`src/cbd_pkg.sv`:
```
// Package for the compressed block deframer.
// Holds link characters, result codes and the result record; no dependencies.
package cbd_pkg;

  localparam int TitleMaxDefault  = 80;
  localparam int OffsetMaxDefault = 6;

  localparam int ByteW   = 8;
  localparam int KindW   = 2;
  localparam int ErrW    = 3;
  localparam int HdrCntW = 8;
  localparam int BlkW    = 9;

  localparam logic [ByteW-1:0] ChrNul    = 8'h00;
  localparam logic [ByteW-1:0] ChrSoh    = 8'h01;
  localparam logic [ByteW-1:0] ChrStx    = 8'h02;
  localparam logic [ByteW-1:0] ChrEot    = 8'h04;
  localparam logic [ByteW-1:0] AsciiZero = 8'h30;

  localparam logic [KindW-1:0] KindData  = 2'd0;
  localparam logic [KindW-1:0] KindGood  = 2'd1;
  localparam logic [KindW-1:0] KindError = 2'd2;

  localparam logic [ErrW-1:0] ErrNone      = 3'd0;
  localparam logic [ErrW-1:0] ErrNoSoh     = 3'd1;
  localparam logic [ErrW-1:0] ErrNoNul     = 3'd2;
  localparam logic [ErrW-1:0] ErrHdrLen    = 3'd3;
  localparam logic [ErrW-1:0] ErrOffset    = 3'd4;
  localparam logic [ErrW-1:0] ErrBodyByte  = 3'd5;
  localparam logic [ErrW-1:0] ErrChecksum  = 3'd6;

  typedef struct packed {
    logic             valid;
    logic [ByteW-1:0] data;
    logic [KindW-1:0] kind;
    logic [ErrW-1:0]  err;
  } cbd_res_t;

endpackage

```
`src/compressed_block_deframer_unit.sv`:
```
// Top level of the compressed block deframer: input register, frame state
// machine and result register. Depends on cbd_pkg, cbd_fsm and cbd_out_reg.
//
//   channel  direction  handshake                payload
//   input    in         in_valid_i / in_stall_o  rx_byte_i
//   output   out        out_valid_o / out_stall_i data_o, kind_o, error_code_o
//
// One byte per cycle sustained while the output does not stall; a byte's result
// passes first through the input register and then through the result register.
// The frame state machine steps once per byte, limiting throughput to one byte.
// Reset clears the frame state to awaiting start of header, both registers empty.
// An output stall holds the result register, then the input register, then
// raises in_stall_o; bytes that give no result still need a free result slot.
module compressed_block_deframer_unit
  import cbd_pkg::*;
#(
  parameter int TitleMax  = TitleMaxDefault,
  parameter int OffsetMax = OffsetMaxDefault
) (
  input  logic             clk_i,
  input  logic             rst_ni,
  input  logic             in_valid_i,
  output logic             in_stall_o,
  input  logic [ByteW-1:0] rx_byte_i,
  output logic             out_valid_o,
  input  logic             out_stall_i,
  output logic [ByteW-1:0] data_o,
  output logic [KindW-1:0] kind_o,
  output logic [ErrW-1:0]  error_code_o
);

  logic             in_valid_q;
  logic [ByteW-1:0] in_byte_q;
  logic             step;
  logic             in_take;
  cbd_res_t         res;

  assign step       = in_valid_q && (!out_valid_o || !out_stall_i);
  assign in_stall_o = in_valid_q && !step;
  assign in_take    = in_valid_i && !in_stall_o;

  always_ff @(posedge clk_i or negedge rst_ni) begin
    if (!rst_ni) begin
      in_valid_q <= 1'b0;
    end else if (in_take) begin
      in_valid_q <= 1'b1;
    end else if (step) begin
      in_valid_q <= 1'b0;
    end
  end

  always_ff @(posedge clk_i) begin
    if (in_take) begin
      in_byte_q <= rx_byte_i;
    end
  end

  cbd_fsm #(
    .TitleMax (TitleMax),
    .OffsetMax(OffsetMax)
  ) u_fsm (
    .clk_i (clk_i),
    .rst_ni(rst_ni),
    .step_i(step),
    .byte_i(in_byte_q),
    .res_o (res)
  );

  cbd_out_reg u_out (
    .clk_i  (clk_i),
    .rst_ni (rst_ni),
    .load_i (step),
    .res_i  (res),
    .stall_i(out_stall_i),
    .valid_o(out_valid_o),
    .data_o (data_o),
    .kind_o (kind_o),
    .err_o  (error_code_o)
  );

`ifndef SYNTHESIS
  a_in_hold: assert property (@(posedge clk_i) disable iff (!rst_ni)
    in_valid_q && !step |=> in_valid_q && $stable(in_byte_q))
    else $error("input register lost a stalled request");

  a_drain: assert property (@(posedge clk_i) disable iff (!rst_ni)
    out_valid_o && !out_stall_i && !step |=> !out_valid_o)
    else $error("result delivered twice");

  a_data_zero: assert property (@(posedge clk_i) disable iff (!rst_ni)
    out_valid_o && kind_o != KindData |-> data_o == '0)
    else $error("non-payload result carries data");

  a_err_code: assert property (@(posedge clk_i) disable iff (!rst_ni)
    out_valid_o |-> ((kind_o == KindError) == (error_code_o != ErrNone)))
    else $error("error code does not match result kind");

  a_kind_range: assert property (@(posedge clk_i) disable iff (!rst_ni)
    out_valid_o |-> kind_o == KindData || kind_o == KindGood || kind_o == KindError)
    else $error("result kind out of range");
`endif

endmodule

```
`src/cbd_fsm.sv`:
```
// Frame state machine of the compressed block deframer: state registers and
// the per-byte step logic. Depends on cbd_pkg.
module cbd_fsm
  import cbd_pkg::*;
#(
  parameter int TitleMax  = TitleMaxDefault,
  parameter int OffsetMax = OffsetMaxDefault
) (
  input  logic             clk_i,
  input  logic             rst_ni,
  input  logic             step_i,
  input  logic [ByteW-1:0] byte_i,
  output cbd_res_t         res_o
);

  localparam int FieldMax = (TitleMax > OffsetMax) ? TitleMax : OffsetMax;
  localparam int FcW      = $clog2(FieldMax + 1);

  localparam logic [2:0] PhIdle   = 3'd0;
  localparam logic [2:0] PhHlen   = 3'd1;
  localparam logic [2:0] PhTitle  = 3'd2;
  localparam logic [2:0] PhOffset = 3'd3;
  localparam logic [2:0] PhBody   = 3'd4;
  localparam logic [2:0] PhCount  = 3'd5;
  localparam logic [2:0] PhData   = 3'd6;
  localparam logic [2:0] PhCheck  = 3'd7;

  logic [2:0]         phase_q, phase_d;
  logic [ByteW-1:0]   hdr_len_q, hdr_len_d;
  logic [HdrCntW-1:0] hdr_cnt_q, hdr_cnt_d;
  logic [FcW-1:0]     field_cnt_q, field_cnt_d;
  logic               off_zero_q, off_zero_d;
  logic [BlkW-1:0]    blk_rem_q, blk_rem_d;
  logic [ByteW-1:0]   sum_q, sum_d;

  logic [HdrCntW-1:0] hdr_cnt_inc;
  logic [BlkW-1:0]    blk_rem_dec;
  logic [ByteW-1:0]   sum_add;

  assign hdr_cnt_inc = hdr_cnt_q + HdrCntW'(1);
  assign blk_rem_dec = blk_rem_q - BlkW'(1);
  assign sum_add     = sum_q + byte_i;

  function automatic cbd_res_t mk_res(logic [ByteW-1:0] d, logic [KindW-1:0] k,
                                      logic [ErrW-1:0] e);
    cbd_res_t r;
    r.valid = 1'b1;
    r.data  = d;
    r.kind  = k;
    r.err   = e;
    return r;
  endfunction

  always_comb begin
    phase_d     = phase_q;
    hdr_len_d   = hdr_len_q;
    hdr_cnt_d   = hdr_cnt_q;
    field_cnt_d = field_cnt_q;
    off_zero_d  = off_zero_q;
    blk_rem_d   = blk_rem_q;
    sum_d       = sum_q;
    res_o       = '0;
    unique case (phase_q)
      PhIdle: begin
        if (byte_i != ChrSoh) begin
          res_o = mk_res('0, KindError, ErrNoSoh);
        end else begin
          hdr_len_d   = '0;
          hdr_cnt_d   = '0;
          field_cnt_d = '0;
          off_zero_d  = 1'b0;
          blk_rem_d   = '0;
          sum_d       = '0;
          phase_d     = PhHlen;
        end
      end
      PhHlen: begin
        hdr_len_d   = byte_i;
        hdr_cnt_d   = '0;
        field_cnt_d = '0;
        phase_d     = PhTitle;
      end
      PhTitle: begin
        hdr_cnt_d = hdr_cnt_inc;
        if (byte_i == ChrNul) begin
          field_cnt_d = '0;
          off_zero_d  = 1'b0;
          phase_d     = PhOffset;
        end else if (field_cnt_q >= FcW'(TitleMax)) begin
          res_o   = mk_res('0, KindError, ErrNoNul);
          phase_d = PhIdle;
        end else begin
          field_cnt_d = field_cnt_q + FcW'(1);
        end
      end
      PhOffset: begin
        hdr_cnt_d = hdr_cnt_inc;
        if (byte_i == ChrNul) begin
          if (hdr_cnt_inc != hdr_len_q) begin
            res_o   = mk_res('0, KindError, ErrHdrLen);
            phase_d = PhIdle;
          end else if (!off_zero_q) begin
            res_o   = mk_res('0, KindError, ErrOffset);
            phase_d = PhIdle;
          end else begin
            sum_d   = '0;
            phase_d = PhBody;
          end
        end else if (field_cnt_q >= FcW'(OffsetMax)) begin
          res_o   = mk_res('0, KindError, ErrNoNul);
          phase_d = PhIdle;
        end else begin
          off_zero_d  = (field_cnt_q == '0) && (byte_i == AsciiZero);
          field_cnt_d = field_cnt_q + FcW'(1);
        end
      end
      PhBody: begin
        if (byte_i == ChrStx) begin
          phase_d = PhCount;
        end else if (byte_i == ChrEot) begin
          phase_d = PhCheck;
        end else begin
          res_o   = mk_res('0, KindError, ErrBodyByte);
          phase_d = PhIdle;
        end
      end
      PhCount: begin
        blk_rem_d = (byte_i == '0) ? BlkW'(256) : BlkW'(byte_i);
        phase_d   = PhData;
      end
      PhData: begin
        sum_d     = sum_add;
        blk_rem_d = blk_rem_dec;
        if (blk_rem_dec == '0) begin
          phase_d = PhBody;
        end
        res_o = mk_res(byte_i, KindData, ErrNone);
      end
      PhCheck: begin
        phase_d = PhIdle;
        if (sum_add != '0) begin
          res_o = mk_res('0, KindError, ErrChecksum);
        end else begin
          res_o = mk_res('0, KindGood, ErrNone);
        end
      end
      default: begin
        phase_d = PhIdle;
      end
    endcase
  end

  always_ff @(posedge clk_i or negedge rst_ni) begin
    if (!rst_ni) begin
      phase_q     <= PhIdle;
      hdr_len_q   <= '0;
      hdr_cnt_q   <= '0;
      field_cnt_q <= '0;
      off_zero_q  <= 1'b0;
      blk_rem_q   <= '0;
      sum_q       <= '0;
    end else if (step_i) begin
      phase_q     <= phase_d;
      hdr_len_q   <= hdr_len_d;
      hdr_cnt_q   <= hdr_cnt_d;
      field_cnt_q <= field_cnt_d;
      off_zero_q  <= off_zero_d;
      blk_rem_q   <= blk_rem_d;
      sum_q       <= sum_d;
    end
  end

endmodule

```
`src/cbd_out_reg.sv`:
```
// Result register of the compressed block deframer: holds one result until
// the downstream side takes it. Depends on cbd_pkg.
module cbd_out_reg
  import cbd_pkg::*;
(
  input  logic             clk_i,
  input  logic             rst_ni,
  input  logic             load_i,
  input  cbd_res_t         res_i,
  input  logic             stall_i,
  output logic             valid_o,
  output logic [ByteW-1:0] data_o,
  output logic [KindW-1:0] kind_o,
  output logic [ErrW-1:0]  err_o
);

  logic             valid_q;
  logic [ByteW-1:0] data_q;
  logic [KindW-1:0] kind_q;
  logic [ErrW-1:0]  err_q;

  always_ff @(posedge clk_i or negedge rst_ni) begin
    if (!rst_ni) begin
      valid_q <= 1'b0;
    end else if (load_i) begin
      valid_q <= res_i.valid;
    end else if (valid_q && !stall_i) begin
      valid_q <= 1'b0;
    end
  end

  always_ff @(posedge clk_i) begin
    if (load_i && res_i.valid) begin
      data_q <= res_i.data;
      kind_q <= res_i.kind;
      err_q  <= res_i.err;
    end
  end

  assign valid_o = valid_q;
  assign data_o  = data_q;
  assign kind_o  = kind_q;
  assign err_o   = err_q;

endmodule
```
`config.mk`:
```
export PLATFORM = sky130hd
export DESIGN_NAME = compressed_block_deframer_unit
export DESIGN_NICKNAME = d
export VERILOG_FILES = /design/src/cbd_pkg.sv /design/src/compressed_block_deframer_unit.sv /design/src/cbd_fsm.sv /design/src/cbd_out_reg.sv
export SDC_FILE = /design/constraint.sdc
export NUM_CORES = 1
export LEC_CHECK = 0
export ABC_AREA = 1
export ABC_CLOCK_PERIOD_IN_PS = 2760
export BUFFER_PORTS_ARGS = -buffer_cell sky130_fd_sc_hd__buf_2
export CORE_ASPECT_RATIO = 0.7
export CORE_MARGIN = 2
export CORE_UTILIZATION = 60
export CTS_BUF_LIST = sky130_fd_sc_hd__clkbuf_2 sky130_fd_sc_hd__clkbuf_4 sky130_fd_sc_hd__clkbuf_8
export DETAILED_ROUTE_END_ITERATION = 7
export GPL_TIMING_DRIVEN = 0
export PLACE_DENSITY = 0.79
export SYNTH_ARGS = -nofsm -noshare
export SYNTH_HDL_FRONTEND = slang
export SYNTH_SLANG_ARGS = --single-unit
```
`constraint.sdc`:
```
create_clock -name clk_i -period 2.76 [get_ports clk_i]
set_input_delay 0.276 -clock clk_i [delete_from_list [all_inputs] [get_ports clk_i]]
set_output_delay 0.276 -clock clk_i [all_outputs]
set_load 0.03 [all_outputs]
```
==> qor.csv <==
metric,value,unit
grtUsageTotal,27.0,%
ys_async_sr_fraction,68.7,%
grt_max_degree,47,
nets,542,
grt_pass1_vias,3187,
clock-sinks,67,
drtAntennaViolNets,0,
critical_path.startpoint,in_byte_q[5]$_DFFE_PP_,
numCtsBuffers,9,
grt_busiest_layer,met2,
layout_setup_ws,0.281,ns
hold_viol_final,0,
yosys.area.top_type,dfrtp_1,
drc,0,
pre_cts_ws,0.307,ns
cp.arrival,2.45,ns
synth_edf_count,21,
design.core.area,0.00631,mm2
dp_hpwl,6.92,mm
grt_first_pass_wirelength,14.9,mm
timing.hold.worst.class,in -> async,
yosysMostFrequentCell,nand2_1,
area_growth_syn_to_layout,10.2,%
outcome,"finished, final reports clean",
use_met1,39.6,%
postCtsHoldBufs,0,
crit_slowest_cell,inv_1,
critical_path_class,reg -> reg,
row_count,24,
fp.dieH,71.9,um
tritoncts,yes,
clock_latency,0.34,ns
yosys_warnings,0,
via_per_inst,5.62,
gp_congestion,0.919,
die-area,0.00727,mm2
fmax,0.403,GHz
globalRouteMet2Util,40.5,%
io_buffers,26,
rr_startpoint,in_byte_q[5]$_DFFE_PP_,
leakagePower,1.99,nW
cpPeakStageDelay,0.42,ns
synthTopCellsByCount,"nand2_1 (94), inv_1 (63), nor2_1 (52)",
cp-start-kind,flip-flop,
syn_inst,480,
post-route-period-util,89.8,%
synth_seq_area_share,45.1,%
synthTopCellsByArea,"dfrtp_1 (29%), edfxtp_1 (16%), nand2_1 (8.9%)",
fin_crit,2.48,ns
nFillCells,515,
htree_levels,3,
ys_types,41,
initial_core_util,62.7,%
first_pass_iters,5,
crit_fanout,13,
ys_seq_elements,67,
end_kind,flip-flop,
avgSynthCellArea,8.24,um2
die_x,101,um
rsz0062_at_grt,no,
root_buffer,clkbuf_8,
synth_nets,505,
setup_viol,0,
drv_slew,0,
gr-total-overflow,0,
fin_tns_setup,0,ns
slew-limit-headroom,32.0,%
p_per_area,792,mW/mm2
cts_resized,0,
clkTransAtPathRegs,0.07,ns
clockBufferDepth,2,
grt.met3_usage,5.68,%
io_pins,27,
skew,0.0109,ns
vias,3372,
worst_slew_pin_slew,1.02,ns
routed_wl,8.99,mm
maxCapViolCount,0,
synth_top_area_share,29.1,%
diodes,0,
first_iter_violations,260,
synth_ff_type,dfrtp_1,
antenna_found_initial,0,
synth_area,0.00395,mm2
post_cts_buffers,0,
peakVddDrop,0.421,mV
drive_gt1_share,18.0,%
route.detailed.wl_per_inst,15.0,um
crit_chain,inv_1 -> nand3_1 -> nor2_2 -> nor2_1 -> nor2_1 -> nand2_1 -> nand3_1 -> nand2_1 -> inv_1,
worstPathRequired,2.74,ns
-- state kept, by name, summed over array words and instances (netlist names) --
signal,flops
u_out.kind_o,2
u_fsm.phase_q,3
u_out.data_o,8
u_fsm.sum_q,8
in_byte_q,8
u_fsm.field_cnt_q,7
u_fsm.blk_rem_q,9
u_out.valid_o,1
u_fsm.off_zero_q,1
u_out.err_o,3
u_fsm.hdr_len_q,8
in_valid_q,1
u_fsm.hdr_cnt_q,8
-- worst max-delay path, delay by kind of cell (launching register included) --
family	cells	cell delay, ns
flip-flops	1	0.41
buffers and inverters	2	0.67
AND/OR/NAND/NOR	7	1.03
-- cells by family (layout without fill, tap and decap cells) --
group | Yosys count | count (layout) | synth area share, %
compound gates | 74 | 74 | 11.8
buf+inv | 80 | 122 | 8.16
simple gates | 231 | 231 | 27.3
fa+ha+maj | 13 | 13 | 4.30
flops | 67 | 67 | 45.1
xor+xnor | 15 | 15 | 3.32
-- power breakdown --
part	internal (W)	total, W	switching (W)
Combinational	0.000416	0.00135	0.000933
Sequential	0.00125	0.00139	0.000136
Clock	0.000354	0.000710	0.000357
-- metrics by stage --
stage	util (%)	instance area [um2]	hold slack, ns	power (W)	cells
after detailed placement	66.3	4180	0.454	0.00274	584
after CTS	69.1	4360	0.0854	0.00346	600
final	69.1	4360	0.102	0.00345	600
after global placement	66.3	4180	0.452	0.00270	584
after global routing	69.1	4360	0.0900	0.00368	600
after floorplan	-	3950	-0.0196	0.00239	480
-- layer usage --
layer | vias up | wire (um)
li1 | 1666 | -
met1 | 1568 | 4310
met2 | 127 | 3970
met3 | 11 | 599
met4 | 0 | 102
met5 | - | 0
-- layout by cell type (no fill, tap or decap), types with 2 or more instances in the layout --
cell type,netlist,layout
nor2_1,52,52
nand2_1,94,94
xor2_1,12,12
clkinvlp_4,0,2
nor2_2,6,6
nor3_1,6,6
o21ai_2,10,10
nand3_1,44,44
a21o_1,2,2
inv_2,10,10
ha_1,12,12
buf_6,2,2
xnor2_1,3,3
nand4_1,8,8
clkbuf_8,0,10
dfrtp_1,46,46
nor2_8,2,2
o21ai_1,5,5
clkbuf_1,2,2
o21ai_0,24,24
buf_2,1,27
a21oi_1,10,10
o31ai_1,2,2
inv_1,63,63
clkinv_2,0,2
or2_2,5,5
o22ai_1,14,14
nand2_4,2,2
nand2_2,6,6
edfxtp_1,21,21
nor2_4,3,3
-- area by class of cell --
cell class	instances	area (um2)	area share, %
Buffer	6	42.5	0.977
Multi-Input combinational cell	333	1850	42.5
Tap cell	78	97.6	2.24
Clock inverter	5	28.8	0.661
Sequential cell	67	1780	40.9
Clock buffer	11	145	3.33
Timing Repair Buffer	26	130	2.99
Inverter	74	280	6.43
-- worst paths after layout --
| kind | endpoint | slack [ns] | depth (start not counted) |
|---|---|---|---|
| worst max-delay path | u_out.kind_o[1]$_DFFE_PP_ | 0.28 | 9 |
| worst min-delay path | u_fsm.hdr_cnt_q[6]$_DFFE_PN0P_ | 0.10 | 1 |
| worst max register to register | u_out.kind_o[1]$_DFFE_PP_ | 0.28 | 9 |
| worst min register to register | u_fsm.sum_q[0]$_DFFE_PN0P_ | 0.49 | 2 |
| max in group asynchronous | u_fsm.sum_q[4]$_DFFE_PN0P_ | 2.01 | 1 |
| min in group clk_i | in_byte_q[5]$_DFFE_PP_ | 0.11 | 1 |
No activity file was read; power rests on OpenSTA's default activity.
